--- src/rtl/imuca_pkg.sv ---
`timescale 1ns / 1ps
// Package: shared widths, codes, command and status types, and the arctangent table.
package imuca_pkg;

    localparam int GYRO_W     = 24;
    localparam int ACC_W      = 16;
    localparam int DT_W       = 20;
    localparam int ANG_W      = 32;
    localparam int GAIN_W     = 17;
    localparam int NORM_W     = 15;
    localparam int CFG_W      = 17;
    localparam int CFG_IDX_W  = 2;

    localparam int CORDIC_ITER_DEF = 16;
    localparam int ATAN_IDX_W      = 5;
    localparam int CORDIC_W        = 40;
    localparam int Z_W             = 32;

    localparam int MUL_A_W = 33;
    localparam int MUL_B_W = 21;
    localparam int PROD_W  = 54;
    localparam int SEL_W   = 3;

    // Selects for the squaring pass.
    localparam int SQ_AX = 0;
    localparam int SQ_AY = 1;
    localparam int SQ_AZ = 2;
    localparam int SQ_LO = 3;
    localparam int SQ_HI = 4;

    // Axis selects; roll and pitch share the x and y codes.
    localparam int AXIS_X = 0;
    localparam int AXIS_Y = 1;
    localparam int AXIS_Z = 2;

    localparam logic [GAIN_W-1:0]     GAIN_ONE = 17'd65536;
    localparam logic signed [Z_W-1:0] DEG180   = 32'sd11796480;
    localparam logic signed [Z_W-1:0] DEG360   = 32'sd23592960;

    typedef enum logic [CFG_IDX_W-1:0] {
        CFG_RATE_GAIN  = 2'd0,
        CFG_BLEND_GAIN = 2'd1,
        CFG_NORM_LOW   = 2'd2,
        CFG_NORM_HIGH  = 2'd3
    } cfg_idx_t;

    typedef enum logic [3:0] {
        OP_NONE        = 4'd0,
        OP_SQUARE      = 4'd1,
        OP_FILT        = 4'd2,
        OP_INTEG       = 4'd3,
        OP_WRAP        = 4'd4,
        OP_SQRT        = 4'd5,
        OP_CORDIC_INIT = 4'd6,
        OP_CORDIC_STEP = 4'd7,
        OP_BLEND_A     = 4'd8,
        OP_BLEND_B     = 4'd9,
        OP_EMIT        = 4'd10
    } op_t;

    typedef struct packed {
        op_t                   op;
        logic [SEL_W-1:0]      sel;
        logic [ATAN_IDX_W-1:0] iter;
        logic                  take;
    } cmd_t;

    typedef struct packed {
        logic in_valid;
        logic used;
        logic slot_free;
    } status_t;

    // Arctangent of 2^-i in degrees, Q16.
    function automatic logic signed [Z_W-1:0] atan_deg(input logic [ATAN_IDX_W-1:0] idx);
        logic signed [Z_W-1:0] v;
        case (idx)
            5'd0:    v = 32'sd2949120;
            5'd1:    v = 32'sd1740967;
            5'd2:    v = 32'sd919879;
            5'd3:    v = 32'sd466945;
            5'd4:    v = 32'sd234379;
            5'd5:    v = 32'sd117304;
            5'd6:    v = 32'sd58666;
            5'd7:    v = 32'sd29335;
            5'd8:    v = 32'sd14668;
            5'd9:    v = 32'sd7334;
            5'd10:   v = 32'sd3667;
            5'd11:   v = 32'sd1833;
            5'd12:   v = 32'sd917;
            5'd13:   v = 32'sd458;
            5'd14:   v = 32'sd229;
            5'd15:   v = 32'sd115;
            5'd16:   v = 32'sd57;
            5'd17:   v = 32'sd29;
            5'd18:   v = 32'sd14;
            5'd19:   v = 32'sd7;
            5'd20:   v = 32'sd4;
            5'd21:   v = 32'sd2;
            5'd22:   v = 32'sd1;
            default: v = 32'sd0;
        endcase
        return v;
    endfunction

endpackage

--- src/rtl/imuca_in_if.sv ---
`timescale 1ns / 1ps
// Interface: sample channel carrying one IMU word.
interface imuca_in_if;
    import imuca_pkg::*;

    logic                     valid;
    logic                     ready;
    logic signed [GYRO_W-1:0] gyro_x;
    logic signed [GYRO_W-1:0] gyro_y;
    logic signed [GYRO_W-1:0] gyro_z;
    logic signed [ACC_W-1:0]  accel_x;
    logic signed [ACC_W-1:0]  accel_y;
    logic signed [ACC_W-1:0]  accel_z;
    logic [DT_W-1:0]          step_time;

    modport source (
        output valid, gyro_x, gyro_y, gyro_z, accel_x, accel_y, accel_z, step_time,
        input  ready
    );
    modport sink (
        input  valid, gyro_x, gyro_y, gyro_z, accel_x, accel_y, accel_z, step_time,
        output ready
    );
endinterface

--- src/rtl/imuca_out_if.sv ---
`timescale 1ns / 1ps
// Interface: result channel carrying one attitude word.
interface imuca_out_if;
    import imuca_pkg::*;

    logic                     valid;
    logic                     ready;
    logic signed [ANG_W-1:0]  roll_angle;
    logic signed [ANG_W-1:0]  pitch_angle;
    logic signed [ANG_W-1:0]  yaw_angle;
    logic signed [GYRO_W-1:0] rate_x;
    logic signed [GYRO_W-1:0] rate_y;
    logic signed [GYRO_W-1:0] rate_z;
    logic                     estimate_valid;
    logic                     accel_used;

    modport source (
        output valid, roll_angle, pitch_angle, yaw_angle, rate_x, rate_y, rate_z,
               estimate_valid, accel_used,
        input  ready
    );
    modport sink (
        input  valid, roll_angle, pitch_angle, yaw_angle, rate_x, rate_y, rate_z,
               estimate_valid, accel_used,
        output ready
    );
endinterface

--- src/rtl/imuca_ctrl.sv ---
`timescale 1ns / 1ps
// Controller: sequences the operations of one sample through the datapath.
module imuca_ctrl #(
    parameter int CORDIC_ITERATIONS = imuca_pkg::CORDIC_ITER_DEF
) (
    input  logic               clk,
    input  logic               rst_n,
    input  imuca_pkg::status_t status,
    output imuca_pkg::cmd_t    cmd
);
    import imuca_pkg::*;

    localparam int CNT_W = ($clog2(CORDIC_ITERATIONS) > 4) ? $clog2(CORDIC_ITERATIONS) : 4;
    localparam logic [CNT_W-1:0] SQ_LAST     = CNT_W'(SQ_HI);
    localparam logic [CNT_W-1:0] AXIS_LAST   = CNT_W'(AXIS_Z);
    localparam logic [CNT_W-1:0] SQRT_LAST   = CNT_W'(15);
    localparam logic [CNT_W-1:0] CORDIC_LAST = CNT_W'(CORDIC_ITERATIONS - 1);

    typedef enum logic [11:0] {
        S_IDLE    = 12'b000000000001,
        S_SQUARE  = 12'b000000000010,
        S_FILT    = 12'b000000000100,
        S_INTEG   = 12'b000000001000,
        S_WRAP    = 12'b000000010000,
        S_SQRT    = 12'b000000100000,
        S_CINIT   = 12'b000001000000,
        S_CSTEP   = 12'b000010000000,
        S_BLEND_A = 12'b000100000000,
        S_BLEND_B = 12'b001000000000,
        S_FLUSH   = 12'b010000000000,
        S_OUT     = 12'b100000000000
    } state_t;

    state_t           state_reg, state_next;
    logic [CNT_W-1:0] cnt_reg, cnt_next;
    logic             phase_reg, phase_next;
    logic [SEL_W-1:0] angle_sel;

    assign angle_sel = phase_reg ? SEL_W'(AXIS_Y) : SEL_W'(AXIS_X);

    always_comb
    begin
        state_next = state_reg;
        cnt_next   = cnt_reg;
        phase_next = phase_reg;
        cmd.op     = OP_NONE;
        cmd.sel    = '0;
        cmd.iter   = ATAN_IDX_W'(cnt_reg);
        cmd.take   = 1'b0;
        case (state_reg)
            S_IDLE:
            begin
                cmd.take = 1'b1;
                cnt_next = '0;
                if (status.in_valid)
                begin
                    state_next = S_SQUARE;
                end
            end
            S_SQUARE:
            begin
                cmd.op  = OP_SQUARE;
                cmd.sel = SEL_W'(cnt_reg);
                if (cnt_reg == SQ_LAST)
                begin
                    cnt_next   = '0;
                    state_next = S_FILT;
                end
                else
                begin
                    cnt_next = cnt_reg + 1'b1;
                end
            end
            S_FILT:
            begin
                // The axes are filtered in the order they are integrated, so that each
                // filtered rate is written back before its integration reads it.
                cmd.op = OP_FILT;
                case (cnt_reg)
                    CNT_W'(0): cmd.sel = SEL_W'(AXIS_Z);
                    CNT_W'(1): cmd.sel = SEL_W'(AXIS_X);
                    default:   cmd.sel = SEL_W'(AXIS_Y);
                endcase
                if (cnt_reg == AXIS_LAST)
                begin
                    cnt_next   = '0;
                    state_next = S_INTEG;
                end
                else
                begin
                    cnt_next = cnt_reg + 1'b1;
                end
            end
            S_INTEG:
            begin
                // Yaw goes first so that its wrap can follow without waiting.
                cmd.op = OP_INTEG;
                case (cnt_reg)
                    CNT_W'(0): cmd.sel = SEL_W'(AXIS_Z);
                    CNT_W'(1): cmd.sel = SEL_W'(AXIS_X);
                    default:   cmd.sel = SEL_W'(AXIS_Y);
                endcase
                if (cnt_reg == AXIS_LAST)
                begin
                    cnt_next   = '0;
                    state_next = S_WRAP;
                end
                else
                begin
                    cnt_next = cnt_reg + 1'b1;
                end
            end
            S_WRAP:
            begin
                cmd.op     = OP_WRAP;
                phase_next = 1'b0;
                cnt_next   = '0;
                state_next = status.used ? S_SQRT : S_OUT;
            end
            S_SQRT:
            begin
                cmd.op = OP_SQRT;
                if (cnt_reg == SQRT_LAST)
                begin
                    cnt_next   = '0;
                    state_next = S_CINIT;
                end
                else
                begin
                    cnt_next = cnt_reg + 1'b1;
                end
            end
            S_CINIT:
            begin
                cmd.op     = OP_CORDIC_INIT;
                cmd.sel    = angle_sel;
                cnt_next   = '0;
                state_next = S_CSTEP;
            end
            S_CSTEP:
            begin
                cmd.op = OP_CORDIC_STEP;
                if (cnt_reg == CORDIC_LAST)
                begin
                    cnt_next   = '0;
                    state_next = S_BLEND_A;
                end
                else
                begin
                    cnt_next = cnt_reg + 1'b1;
                end
            end
            S_BLEND_A:
            begin
                cmd.op     = OP_BLEND_A;
                cmd.sel    = angle_sel;
                state_next = S_BLEND_B;
            end
            S_BLEND_B:
            begin
                cmd.op  = OP_BLEND_B;
                cmd.sel = angle_sel;
                if (phase_reg)
                begin
                    state_next = S_FLUSH;
                end
                else
                begin
                    phase_next = 1'b1;
                    state_next = S_CINIT;
                end
            end
            S_FLUSH:
            begin
                state_next = S_OUT;
            end
            S_OUT:
            begin
                if (status.slot_free)
                begin
                    cmd.op     = OP_EMIT;
                    state_next = S_IDLE;
                end
            end
            default:
            begin
                state_next = S_IDLE;
            end
        endcase
    end

    always_ff @(posedge clk or negedge rst_n)
    begin
        if (!rst_n)
        begin
            state_reg <= S_IDLE;
            cnt_reg   <= '0;
            phase_reg <= 1'b0;
        end
        else
        begin
            state_reg <= state_next;
            cnt_reg   <= cnt_next;
            phase_reg <= phase_next;
        end
    end
endmodule

--- src/rtl/imuca_datapath.sv ---
`timescale 1ns / 1ps
// Datapath: configuration, estimator state, shared multiplier, square root and CORDIC.
module imuca_datapath (
    input  logic                           clk,
    input  logic                           rst_n,
    input  logic                           cfg_we,
    input  logic [imuca_pkg::CFG_IDX_W-1:0] cfg_idx,
    input  logic [imuca_pkg::CFG_W-1:0]     cfg_data,
    input  imuca_pkg::cmd_t                cmd,
    output imuca_pkg::status_t             status,
    imuca_in_if.sink                       sample,
    imuca_out_if.source                    result
);
    import imuca_pkg::*;

    localparam logic signed [33:0] I_MAX = 34'sd2147483647;
    localparam logic signed [33:0] I_MIN = -34'sd2147483648;

    // Configuration
    logic [GAIN_W-1:0] rate_gain_reg, blend_gain_reg;
    logic [NORM_W-1:0] norm_low_reg, norm_high_reg;
    logic [GAIN_W-1:0] rate_g, blend_g;

    // Estimator state
    logic signed [GYRO_W-1:0] rate_reg [3];
    logic signed [ANG_W-1:0]  ang_reg [3];
    logic                     valid_flag_reg;

    // Latched sample
    logic signed [GYRO_W-1:0] gyro_reg [3];
    logic signed [ACC_W-1:0]  accel_reg [3];
    logic [DT_W-1:0]          dt_reg;

    // Scratch
    logic [31:0]              ax2_reg, rad_reg;
    logic [29:0]              lo2_reg, hi2_reg;
    logic [31:0]              sq_v_reg, sq_r_reg, sq_bit_reg;
    logic signed [CORDIC_W-1:0] cx_reg, cy_reg;
    logic signed [Z_W-1:0]    cz_reg;
    logic                     czero_reg;
    logic signed [PROD_W-1:0] prod_reg, blend_acc_reg;
    op_t                      pend_op_reg;
    logic [SEL_W-1:0]         pend_sel_reg;

    // Output register
    logic                     out_valid_reg;
    logic signed [ANG_W-1:0]  out_ang_reg [3];
    logic signed [GYRO_W-1:0] out_rate_reg [3];
    logic                     out_est_reg, out_used_reg;

    logic signed [MUL_A_W-1:0] mul_a;
    logic signed [MUL_B_W-1:0] mul_b;
    logic signed [16:0]        sq_op;
    logic signed [GYRO_W:0]    f_diff;
    logic [GAIN_W:0]           blend_comp;
    logic signed [Z_W-1:0]     cz_eff;
    logic [32:0]               norm2;
    logic                      used;
    logic                      accept;
    logic [1:0]                cidx, pidx;

    logic signed [PROD_W-1:0]  f_round, i_round, b_sum;
    logic signed [33:0]        i_sum;
    logic signed [ANG_W-1:0]   i_sat;
    logic signed [ANG_W-1:0]   yaw_w1, yaw_w2;
    logic [31:0]               sq_rb;
    logic signed [17:0]        ci_x, ci_y, cn_x, cn_y;
    logic signed [Z_W-1:0]     ci_z;
    logic signed [CORDIC_W-1:0] c_dx, c_dy;
    logic signed [Z_W-1:0]     c_atan;

    assign rate_g  = (rate_gain_reg > GAIN_ONE) ? GAIN_ONE : rate_gain_reg;
    assign blend_g = (blend_gain_reg > GAIN_ONE) ? GAIN_ONE : blend_gain_reg;
    assign cidx    = cmd.sel[1:0];
    assign pidx    = pend_sel_reg[1:0];
    assign accept  = sample.valid && cmd.take;

    assign norm2 = {1'b0, ax2_reg} + {1'b0, rad_reg};
    assign used  = (norm2 > {3'b0, lo2_reg}) && (norm2 < {3'b0, hi2_reg});

    assign sample.ready     = cmd.take;
    assign status.in_valid  = sample.valid;
    assign status.used      = used;
    assign status.slot_free = !out_valid_reg || result.ready;

    assign result.valid          = out_valid_reg;
    assign result.roll_angle     = out_ang_reg[AXIS_X];
    assign result.pitch_angle    = out_ang_reg[AXIS_Y];
    assign result.yaw_angle      = out_ang_reg[AXIS_Z];
    assign result.rate_x         = out_rate_reg[AXIS_X];
    assign result.rate_y         = out_rate_reg[AXIS_Y];
    assign result.rate_z         = out_rate_reg[AXIS_Z];
    assign result.estimate_valid = out_est_reg;
    assign result.accel_used     = out_used_reg;

    // Operand selection for the shared multiplier.
    always_comb
    begin
        case (cmd.sel)
            SEL_W'(SQ_AX): sq_op = 17'(accel_reg[AXIS_X]);
            SEL_W'(SQ_AY): sq_op = 17'(accel_reg[AXIS_Y]);
            SEL_W'(SQ_AZ): sq_op = 17'(accel_reg[AXIS_Z]);
            SEL_W'(SQ_LO): sq_op = $signed({2'b00, norm_low_reg});
            default:       sq_op = $signed({2'b00, norm_high_reg});
        endcase
        f_diff     = (GYRO_W + 1)'(gyro_reg[cidx]) - (GYRO_W + 1)'(rate_reg[cidx]);
        blend_comp = {1'b0, GAIN_ONE} - {1'b0, blend_g};
        cz_eff     = czero_reg ? '0 : cz_reg;
        case (cmd.op)
            OP_SQUARE:
            begin
                mul_a = MUL_A_W'(sq_op);
                mul_b = MUL_B_W'(sq_op);
            end
            OP_FILT:
            begin
                mul_a = MUL_A_W'(f_diff);
                mul_b = $signed({{(MUL_B_W - GAIN_W){1'b0}}, rate_g});
            end
            OP_INTEG:
            begin
                mul_a = MUL_A_W'(rate_reg[cidx]);
                mul_b = $signed({{(MUL_B_W - DT_W){1'b0}}, dt_reg});
            end
            OP_BLEND_A:
            begin
                mul_a = MUL_A_W'(ang_reg[cidx]);
                mul_b = $signed({{(MUL_B_W - GAIN_W){1'b0}}, blend_g});
            end
            OP_BLEND_B:
            begin
                mul_a = MUL_A_W'(cz_eff);
                mul_b = $signed({{(MUL_B_W - GAIN_W - 1){1'b0}}, blend_comp});
            end
            default:
            begin
                mul_a = '0;
                mul_b = '0;
            end
        endcase
    end

    // Results of the registered product, and the non-multiplier steps.
    always_comb
    begin
        f_round = (prod_reg + PROD_W'(32768)) >>> 16;
        i_round = (prod_reg + PROD_W'(2048)) >>> 12;
        i_sum   = 34'(ang_reg[pidx]) + $signed(i_round[33:0]);
        if (i_sum > I_MAX)
        begin
            i_sat = 32'sh7FFFFFFF;
        end
        else if (i_sum < I_MIN)
        begin
            i_sat = 32'sh80000000;
        end
        else
        begin
            i_sat = i_sum[ANG_W-1:0];
        end
        b_sum = blend_acc_reg + prod_reg + PROD_W'(32768);

        yaw_w1 = (ang_reg[AXIS_Z] > DEG180) ? ang_reg[AXIS_Z] - DEG360 : ang_reg[AXIS_Z];
        yaw_w2 = (yaw_w1 < -DEG180) ? yaw_w1 + DEG360 : yaw_w1;

        sq_rb = sq_r_reg + sq_bit_reg;

        // Pre-rotation: a negative x turns by half a revolution.
        if (cmd.sel == SEL_W'(AXIS_X))
        begin
            ci_y = 18'(accel_reg[AXIS_Y]);
            ci_x = 18'(accel_reg[AXIS_Z]);
        end
        else
        begin
            ci_y = -18'(accel_reg[AXIS_X]);
            ci_x = $signed({1'b0, sq_r_reg[16:0]});
        end
        if (ci_x < 0)
        begin
            ci_z = (ci_y >= 0) ? DEG180 : -DEG180;
            cn_x = -ci_x;
            cn_y = -ci_y;
        end
        else
        begin
            ci_z = '0;
            cn_x = ci_x;
            cn_y = ci_y;
        end

        c_dx   = cy_reg >>> cmd.iter;
        c_dy   = cx_reg >>> cmd.iter;
        c_atan = atan_deg(cmd.iter);
    end

    // Control and architectural state.
    always_ff @(posedge clk or negedge rst_n)
    begin
        if (!rst_n)
        begin
            rate_gain_reg  <= GAIN_ONE;
            blend_gain_reg <= 17'd64225;
            norm_low_reg   <= 15'd5734;
            norm_high_reg  <= 15'd10650;
            for (int i = 0; i < 3; i++)
            begin
                rate_reg[i] <= '0;
                ang_reg[i]  <= '0;
            end
            valid_flag_reg <= 1'b0;
            out_valid_reg  <= 1'b0;
            pend_op_reg    <= OP_NONE;
        end
        else
        begin
            if (cfg_we)
            begin
                case (cfg_idx_t'(cfg_idx))
                    CFG_RATE_GAIN:  rate_gain_reg  <= cfg_data[GAIN_W-1:0];
                    CFG_BLEND_GAIN: blend_gain_reg <= cfg_data[GAIN_W-1:0];
                    CFG_NORM_LOW:   norm_low_reg   <= cfg_data[NORM_W-1:0];
                    CFG_NORM_HIGH:  norm_high_reg  <= cfg_data[NORM_W-1:0];
                    default:        ;
                endcase
            end

            pend_op_reg <= cmd.op;

            case (pend_op_reg)
                OP_FILT:    rate_reg[pidx] <= rate_reg[pidx] + f_round[GYRO_W-1:0];
                OP_INTEG:   ang_reg[pidx]  <= i_sat;
                OP_BLEND_B: ang_reg[pidx]  <= b_sum[ANG_W+15:16];
                default:    ;
            endcase

            if (cmd.op == OP_WRAP)
            begin
                ang_reg[AXIS_Z] <= yaw_w2;
            end

            if (cmd.op == OP_EMIT)
            begin
                valid_flag_reg <= valid_flag_reg || used;
                out_valid_reg  <= 1'b1;
            end
            else if (result.ready)
            begin
                out_valid_reg <= 1'b0;
            end
        end
    end

    // Payload and scratch registers.
    always_ff @(posedge clk)
    begin
        prod_reg     <= mul_a * mul_b;
        pend_sel_reg <= cmd.sel;

        if (accept)
        begin
            gyro_reg[AXIS_X]  <= sample.gyro_x;
            gyro_reg[AXIS_Y]  <= sample.gyro_y;
            gyro_reg[AXIS_Z]  <= sample.gyro_z;
            accel_reg[AXIS_X] <= sample.accel_x;
            accel_reg[AXIS_Y] <= sample.accel_y;
            accel_reg[AXIS_Z] <= sample.accel_z;
            dt_reg            <= sample.step_time;
        end

        if (pend_op_reg == OP_SQUARE)
        begin
            case (pend_sel_reg)
                SEL_W'(SQ_AX): ax2_reg <= prod_reg[31:0];
                SEL_W'(SQ_AY): rad_reg <= prod_reg[31:0];
                SEL_W'(SQ_AZ):
                begin
                    rad_reg    <= rad_reg + prod_reg[31:0];
                    sq_v_reg   <= rad_reg + prod_reg[31:0];
                    sq_r_reg   <= '0;
                    sq_bit_reg <= 32'h40000000;
                end
                SEL_W'(SQ_LO): lo2_reg <= prod_reg[29:0];
                default:       hi2_reg <= prod_reg[29:0];
            endcase
        end

        if (pend_op_reg == OP_BLEND_A)
        begin
            blend_acc_reg <= prod_reg;
        end

        case (cmd.op)
            OP_SQRT:
            begin
                if (sq_v_reg >= sq_rb)
                begin
                    sq_v_reg <= sq_v_reg - sq_rb;
                    sq_r_reg <= (sq_r_reg >> 1) + sq_bit_reg;
                end
                else
                begin
                    sq_r_reg <= sq_r_reg >> 1;
                end
                sq_bit_reg <= sq_bit_reg >> 2;
            end
            OP_CORDIC_INIT:
            begin
                czero_reg <= (ci_x == 0) && (ci_y == 0);
                cz_reg    <= ci_z;
                cx_reg    <= {{(CORDIC_W - 34){cn_x[17]}}, cn_x, 16'b0};
                cy_reg    <= {{(CORDIC_W - 34){cn_y[17]}}, cn_y, 16'b0};
            end
            OP_CORDIC_STEP:
            begin
                if (cy_reg >= 0)
                begin
                    cx_reg <= cx_reg + c_dx;
                    cy_reg <= cy_reg - c_dy;
                    cz_reg <= cz_reg + c_atan;
                end
                else
                begin
                    cx_reg <= cx_reg - c_dx;
                    cy_reg <= cy_reg + c_dy;
                    cz_reg <= cz_reg - c_atan;
                end
            end
            OP_EMIT:
            begin
                for (int i = 0; i < 3; i++)
                begin
                    out_ang_reg[i]  <= ang_reg[i];
                    out_rate_reg[i] <= rate_reg[i];
                end
                out_est_reg  <= valid_flag_reg || used;
                out_used_reg <= used;
            end
            default: ;
        endcase
    end
endmodule

--- src/rtl/imu_complementary_attitude_unit.sv ---
`timescale 1ns / 1ps
// Top level: complementary-filter attitude estimator for one IMU word at a time.
//
//   channel   direction  handshake      word
//   sample    in         valid/ready    three gyro rates, three accelerations, step time
//   result    out        valid/ready    roll, pitch, yaw, filtered rates, flags
//   cfg       in         cfg_we only    register index and data, no read-back
//
// A sample whose acceleration misses the magnitude window goes from the yaw wrap straight
// to the output; one that passes first runs the 16-step square root and the two CORDIC
// runs with their blends, every product being formed on the single shared multiplier.
// Samples are taken one at a time: the block returns to idle once the result is emitted.
// The next sample is taken while the result still waits; a stalled result holds the
// block in its last step until the output register frees.
// Reset clears the estimate, the filtered rates and the valid flag, and loads the
// register defaults.
module imu_complementary_attitude_unit #(
    parameter int CORDIC_ITERATIONS = imuca_pkg::CORDIC_ITER_DEF
) (
    input  logic                           clk,
    input  logic                           rst_n,
    input  logic                           cfg_we,
    input  logic [imuca_pkg::CFG_IDX_W-1:0] cfg_idx,
    input  logic [imuca_pkg::CFG_W-1:0]     cfg_data,
    imuca_in_if.sink                       sample,
    imuca_out_if.source                    result
);
    import imuca_pkg::*;

    cmd_t    cmd;
    status_t status;

    imuca_ctrl #(
        .CORDIC_ITERATIONS (CORDIC_ITERATIONS)
    ) u_ctrl (
        .clk    (clk),
        .rst_n  (rst_n),
        .status (status),
        .cmd    (cmd)
    );

    imuca_datapath u_datapath (
        .clk      (clk),
        .rst_n    (rst_n),
        .cfg_we   (cfg_we),
        .cfg_idx  (cfg_idx),
        .cfg_data (cfg_data),
        .cmd      (cmd),
        .status   (status),
        .sample   (sample),
        .result   (result)
    );
endmodule

--- src/flat_wrapper.sv ---
// flat-port wrapper written by rule: the top's interface ports become plain ports
module imu_complementary_attitude_unit_flat import imuca_pkg::*;
#(
    parameter int CORDIC_ITERATIONS = imuca_pkg::CORDIC_ITER_DEF
)
  (clk, rst_n, cfg_we, cfg_idx, cfg_data, sample_valid, sample_gyro_x, sample_gyro_y, sample_gyro_z, sample_accel_x, sample_accel_y, sample_accel_z, sample_step_time, sample_ready, result_valid, result_roll_angle, result_pitch_angle, result_yaw_angle, result_rate_x, result_rate_y, result_rate_z, result_estimate_valid, result_accel_used, result_ready);
  imuca_in_if sample_i ();
  imuca_out_if result_i ();
  input  logic clk;
  input  logic rst_n;
  input  logic cfg_we;
  input  logic [imuca_pkg::CFG_IDX_W-1:0] cfg_idx;
  input  logic [imuca_pkg::CFG_W-1:0] cfg_data;
  input wire logic [$bits(sample_i.valid)-1:0] sample_valid;
  input wire logic [$bits(sample_i.gyro_x)-1:0] sample_gyro_x;
  input wire logic [$bits(sample_i.gyro_y)-1:0] sample_gyro_y;
  input wire logic [$bits(sample_i.gyro_z)-1:0] sample_gyro_z;
  input wire logic [$bits(sample_i.accel_x)-1:0] sample_accel_x;
  input wire logic [$bits(sample_i.accel_y)-1:0] sample_accel_y;
  input wire logic [$bits(sample_i.accel_z)-1:0] sample_accel_z;
  input wire logic [$bits(sample_i.step_time)-1:0] sample_step_time;
  output wire logic [$bits(sample_i.ready)-1:0] sample_ready;
  output wire logic [$bits(result_i.valid)-1:0] result_valid;
  output wire logic [$bits(result_i.roll_angle)-1:0] result_roll_angle;
  output wire logic [$bits(result_i.pitch_angle)-1:0] result_pitch_angle;
  output wire logic [$bits(result_i.yaw_angle)-1:0] result_yaw_angle;
  output wire logic [$bits(result_i.rate_x)-1:0] result_rate_x;
  output wire logic [$bits(result_i.rate_y)-1:0] result_rate_y;
  output wire logic [$bits(result_i.rate_z)-1:0] result_rate_z;
  output wire logic [$bits(result_i.estimate_valid)-1:0] result_estimate_valid;
  output wire logic [$bits(result_i.accel_used)-1:0] result_accel_used;
  input wire logic [$bits(result_i.ready)-1:0] result_ready;
  assign sample_i.valid = sample_valid;
  assign sample_i.gyro_x = sample_gyro_x;
  assign sample_i.gyro_y = sample_gyro_y;
  assign sample_i.gyro_z = sample_gyro_z;
  assign sample_i.accel_x = sample_accel_x;
  assign sample_i.accel_y = sample_accel_y;
  assign sample_i.accel_z = sample_accel_z;
  assign sample_i.step_time = sample_step_time;
  assign sample_ready = sample_i.ready;
  assign result_valid = result_i.valid;
  assign result_roll_angle = result_i.roll_angle;
  assign result_pitch_angle = result_i.pitch_angle;
  assign result_yaw_angle = result_i.yaw_angle;
  assign result_rate_x = result_i.rate_x;
  assign result_rate_y = result_i.rate_y;
  assign result_rate_z = result_i.rate_z;
  assign result_estimate_valid = result_i.estimate_valid;
  assign result_accel_used = result_i.accel_used;
  assign result_i.ready = result_ready;
  imu_complementary_attitude_unit #(.CORDIC_ITERATIONS(CORDIC_ITERATIONS)) u_core (.clk(clk), .rst_n(rst_n), .cfg_we(cfg_we), .cfg_idx(cfg_idx), .cfg_data(cfg_data), .sample(sample_i), .result(result_i));
endmodule
--- config.mk ---
export PLATFORM = sky130hd
export DESIGN_NAME = imu_complementary_attitude_unit_flat
export DESIGN_NICKNAME = d
export VERILOG_FILES = /design/src/rtl/imuca_pkg.sv /design/src/rtl/imuca_in_if.sv /design/src/rtl/imuca_out_if.sv /design/src/rtl/imuca_ctrl.sv /design/src/rtl/imuca_datapath.sv /design/src/rtl/imu_complementary_attitude_unit.sv /design/src/flat_wrapper.sv
export SDC_FILE = /design/constraint.sdc
export NUM_CORES = 2
export LEC_CHECK = 0
export ABC_CLOCK_PERIOD_IN_PS = 30600
export BUFFER_PORTS_ARGS = -buffer_cell sky130_fd_sc_hd__buf_2
export CORE_MARGIN = 5
export CORE_UTILIZATION = 62
export CTS_BUF_LIST = sky130_fd_sc_hd__clkbuf_16
export CTS_CLUSTER_DIAMETER = 100
export DETAILED_ROUTE_END_ITERATION = 10
export GPL_ROUTABILITY_DRIVEN = 0
export PLACE_DENSITY = 0.76
export REMOVE_ABC_BUFFERS = 1
export SLEW_MARGIN = 20
export SYNTH_ARGS = -nofsm -noshare
export SYNTH_HDL_FRONTEND = slang
export SYNTH_SLANG_ARGS = --single-unit
--- constraint.sdc ---
create_clock -name clk -period 30.6 [get_ports clk]
set_input_delay 3.06 -clock clk [delete_from_list [all_inputs] [get_ports clk]]
set_output_delay 3.06 -clock clk [all_outputs]
set_load 0.1 [all_outputs]
==> metrics.txt <==
routed vias 73600; Clock Tree Root clkbuf_16; post-CTS sizing 0; FF+latch count, synth 981; Buffers on Ports 335; drt wl/cell 24.3 um; Final nets 10900; metal2 WL 122 mm; crit end category register; Tot GR Track Use 0.368; Tmin final 15.56 ns; ys async rst share 0.260; DRT Pass-1 Iters 7; post-route insts no fill 11500; Slew Limit Fails 0; Buf/Inv on CP 6; final worst setup slack 15.04 ns; final core utilization 0.672; Area Overhead vs Synth 8.05%; Clk pin slew, worst setup/hold paths 0.06 ns; global-route wire length before repair 421 mm; most frequent cells in the layout 1274 x nand2_1, 976 x inv_1, 685 x nor2_1; initial antenna violation count 16; Worst Setup Start Kind register; highest routed metal layer met5; M1 WL 103 mm; Final Hold Fails 0; Netlist cell types 93; Worst Hold Class register to register; Pwr Density 83.2 nW/um^2; Die Y 386 um; htree depth 3; Starting Density 0.622; Via density 6.41; met3 routed wirelength 35.8 mm; FF-to-FF setup slack 15.04 ns; commonest non-fill, non-tap cell in the layout nand2_1; number of global-route vias before repair 71800; final WL 278 mm; Mapped Area 87800 um^2; synthesized instance count 9322; RSZ-0062 raised after global routing no; Antenna Nets Post-Route 0; critical path class register to register; EDFF count, synth 642; cell family with most CP delay compound AO/OA/AOI/OAI gates; largest net degree at the start of global routing 76; number of setup buffers added after CTS 0; Critical Path RT 31.22 ns; Post-CTS Hold Buffers 0; YS warnings 0; Pwr Total 7.89 mW; Setup TNS 0 ns; Final period util 0.508; status finished, final reports clean; total grt overflow 0; Pleak 41.8 nW; row count 138; Sink Count 981; CTS tree done; Slew headroom 0.164; Worst path most repeated cell fa_1; maximum fanout along the worst path 73; slowest cell on the critical path nor4_1; dpl ws 15.46 ns; Worst Tran Pin Value 1.25 ns; Top FF cell, synth edfxtp_1; CTS Buf Count 106; DRC 0; layout cells sized above 1 0.104; clk_lat worst skew 0.78 ns; Setup violations, final 0; Critical Path AT 16.18 ns; VDD IR max 0.145 mV; Die W 386 um; Die ar. 149000 um^2; Peak Freq 64.3 MHz; core area 141000 um^2; sequential area share after synthesis 0.312; Crit path largest cell delay 0.83 ns; clock tree buffer depth 3; Starting DRT DRC Count 9064; boundary pin count 336; DP Wirelength 214 mm; max_cap viols 0; skew final 0.0432 ns; placed instance count 11300; syn avg cell area 9.42 um^2
layer usage:
metal	vias up	track usage
met2	4576	0.560
met5	-	0
li1	32400	-
met4	12	0.188
met3	903	0.108
met1	35700	0.481
cells in the mapped netlist (56+ instances only):
cell      instances  area (um^2)
edfxtp_1        642        19300
nor2b_1          77          482
xnor2_1         351         3070
a211oi_1         80          601
o21bai_1         65          488
a21o_1          201         1510
and2_1          115          719
nand4_1          56          350
inv_1           963         3610
ha_1            614         7680
nand3_1         168          841
clkbuf_1        331         1240
nor3_1          108          541
dfrtp_1         229         5730
nand2b_1         83          519
o21ai_0         525         2630
o31ai_1          63          473
a31oi_1         133          832
nor2_1          690         2590
mux2_2          168         1890
mux2i_1         140         1400
nand2_1        1278         4800
a21oi_1         506         2530
fa_1            629        12600
mux4_2           88         1980
dfxtp_1          84         1680
xor2_1          241         2110
final timing paths:
path                                                         startpoint                                           end  depth (start not counted)
max                                u_core.u_ctrl.cnt_reg[1]$_DFFE_PN0P_        u_core.u_datapath.prod_reg[47]$_DFF_P_                         44
min                        u_core.u_datapath.valid_flag_reg$_DFFE_PN0P_  u_core.u_datapath.valid_flag_reg$_DFFE_PN0P_                          1
max reg2reg                        u_core.u_ctrl.cnt_reg[1]$_DFFE_PN0P_        u_core.u_datapath.prod_reg[47]$_DFF_P_                         44
min reg2reg                u_core.u_datapath.valid_flag_reg$_DFFE_PN0P_  u_core.u_datapath.valid_flag_reg$_DFFE_PN0P_                          1
max in group asynchronous                                         rst_n     u_core.u_datapath.ang_reg[40]$_DFFE_PN0P_                          2
min in group asynchronous                                         rst_n    u_core.u_datapath.rate_reg[22]$_DFFE_PN0P_                          1
cell families after synthesis:
kind of cell,after synthesis,synth area share
AND/OR/NAND/NOR,2821,0.143
AO/OA/AOI/OAI,1915,0.136
buffers and inverters,1371,0.0590
adder cells (fa/ha/maj),1243,0.231
flip-flops,981,0.312
XOR/XNOR,593,0.0593
multiplexers,396,0.0601
other,2,0.0000855
cell type report:
type | count | area, um^2
Antenna cell | 10 | 25.0
Clock buffer | 108 | 2700
Clock inverter | 93 | 746
Fill cell | 11200 | 46400
Inverter | 970 | 3650
Multi-Input combinational cell | 6980 | 55500
Sequential cell | 981 | 27400
Tap cell | 1890 | 2360
Timing Repair Buffer | 450 | 2550
report_power, final:
part	internal [mW]	switching [mW]	total [mW]
Clock	0.701	0.598	1.30
Combinational	1.69	2.95	4.64
Sequential	1.66	0.285	1.95
Total	4.06	3.84	7.89
per-stage QoR:
| stage | hold WS, ns | cell area (um^2) |
|---|---|---|
| after floorplan | 0.415 | 86300 |
| after global placement | 0.449 | 91400 |
| after detailed placement | 0.458 | 91400 |
| after CTS | 0.474 | 94800 |
| after global routing | 0.478 | 94900 |
| final | 0.476 | 94900 |
Power figures use the tool's default switching activity.
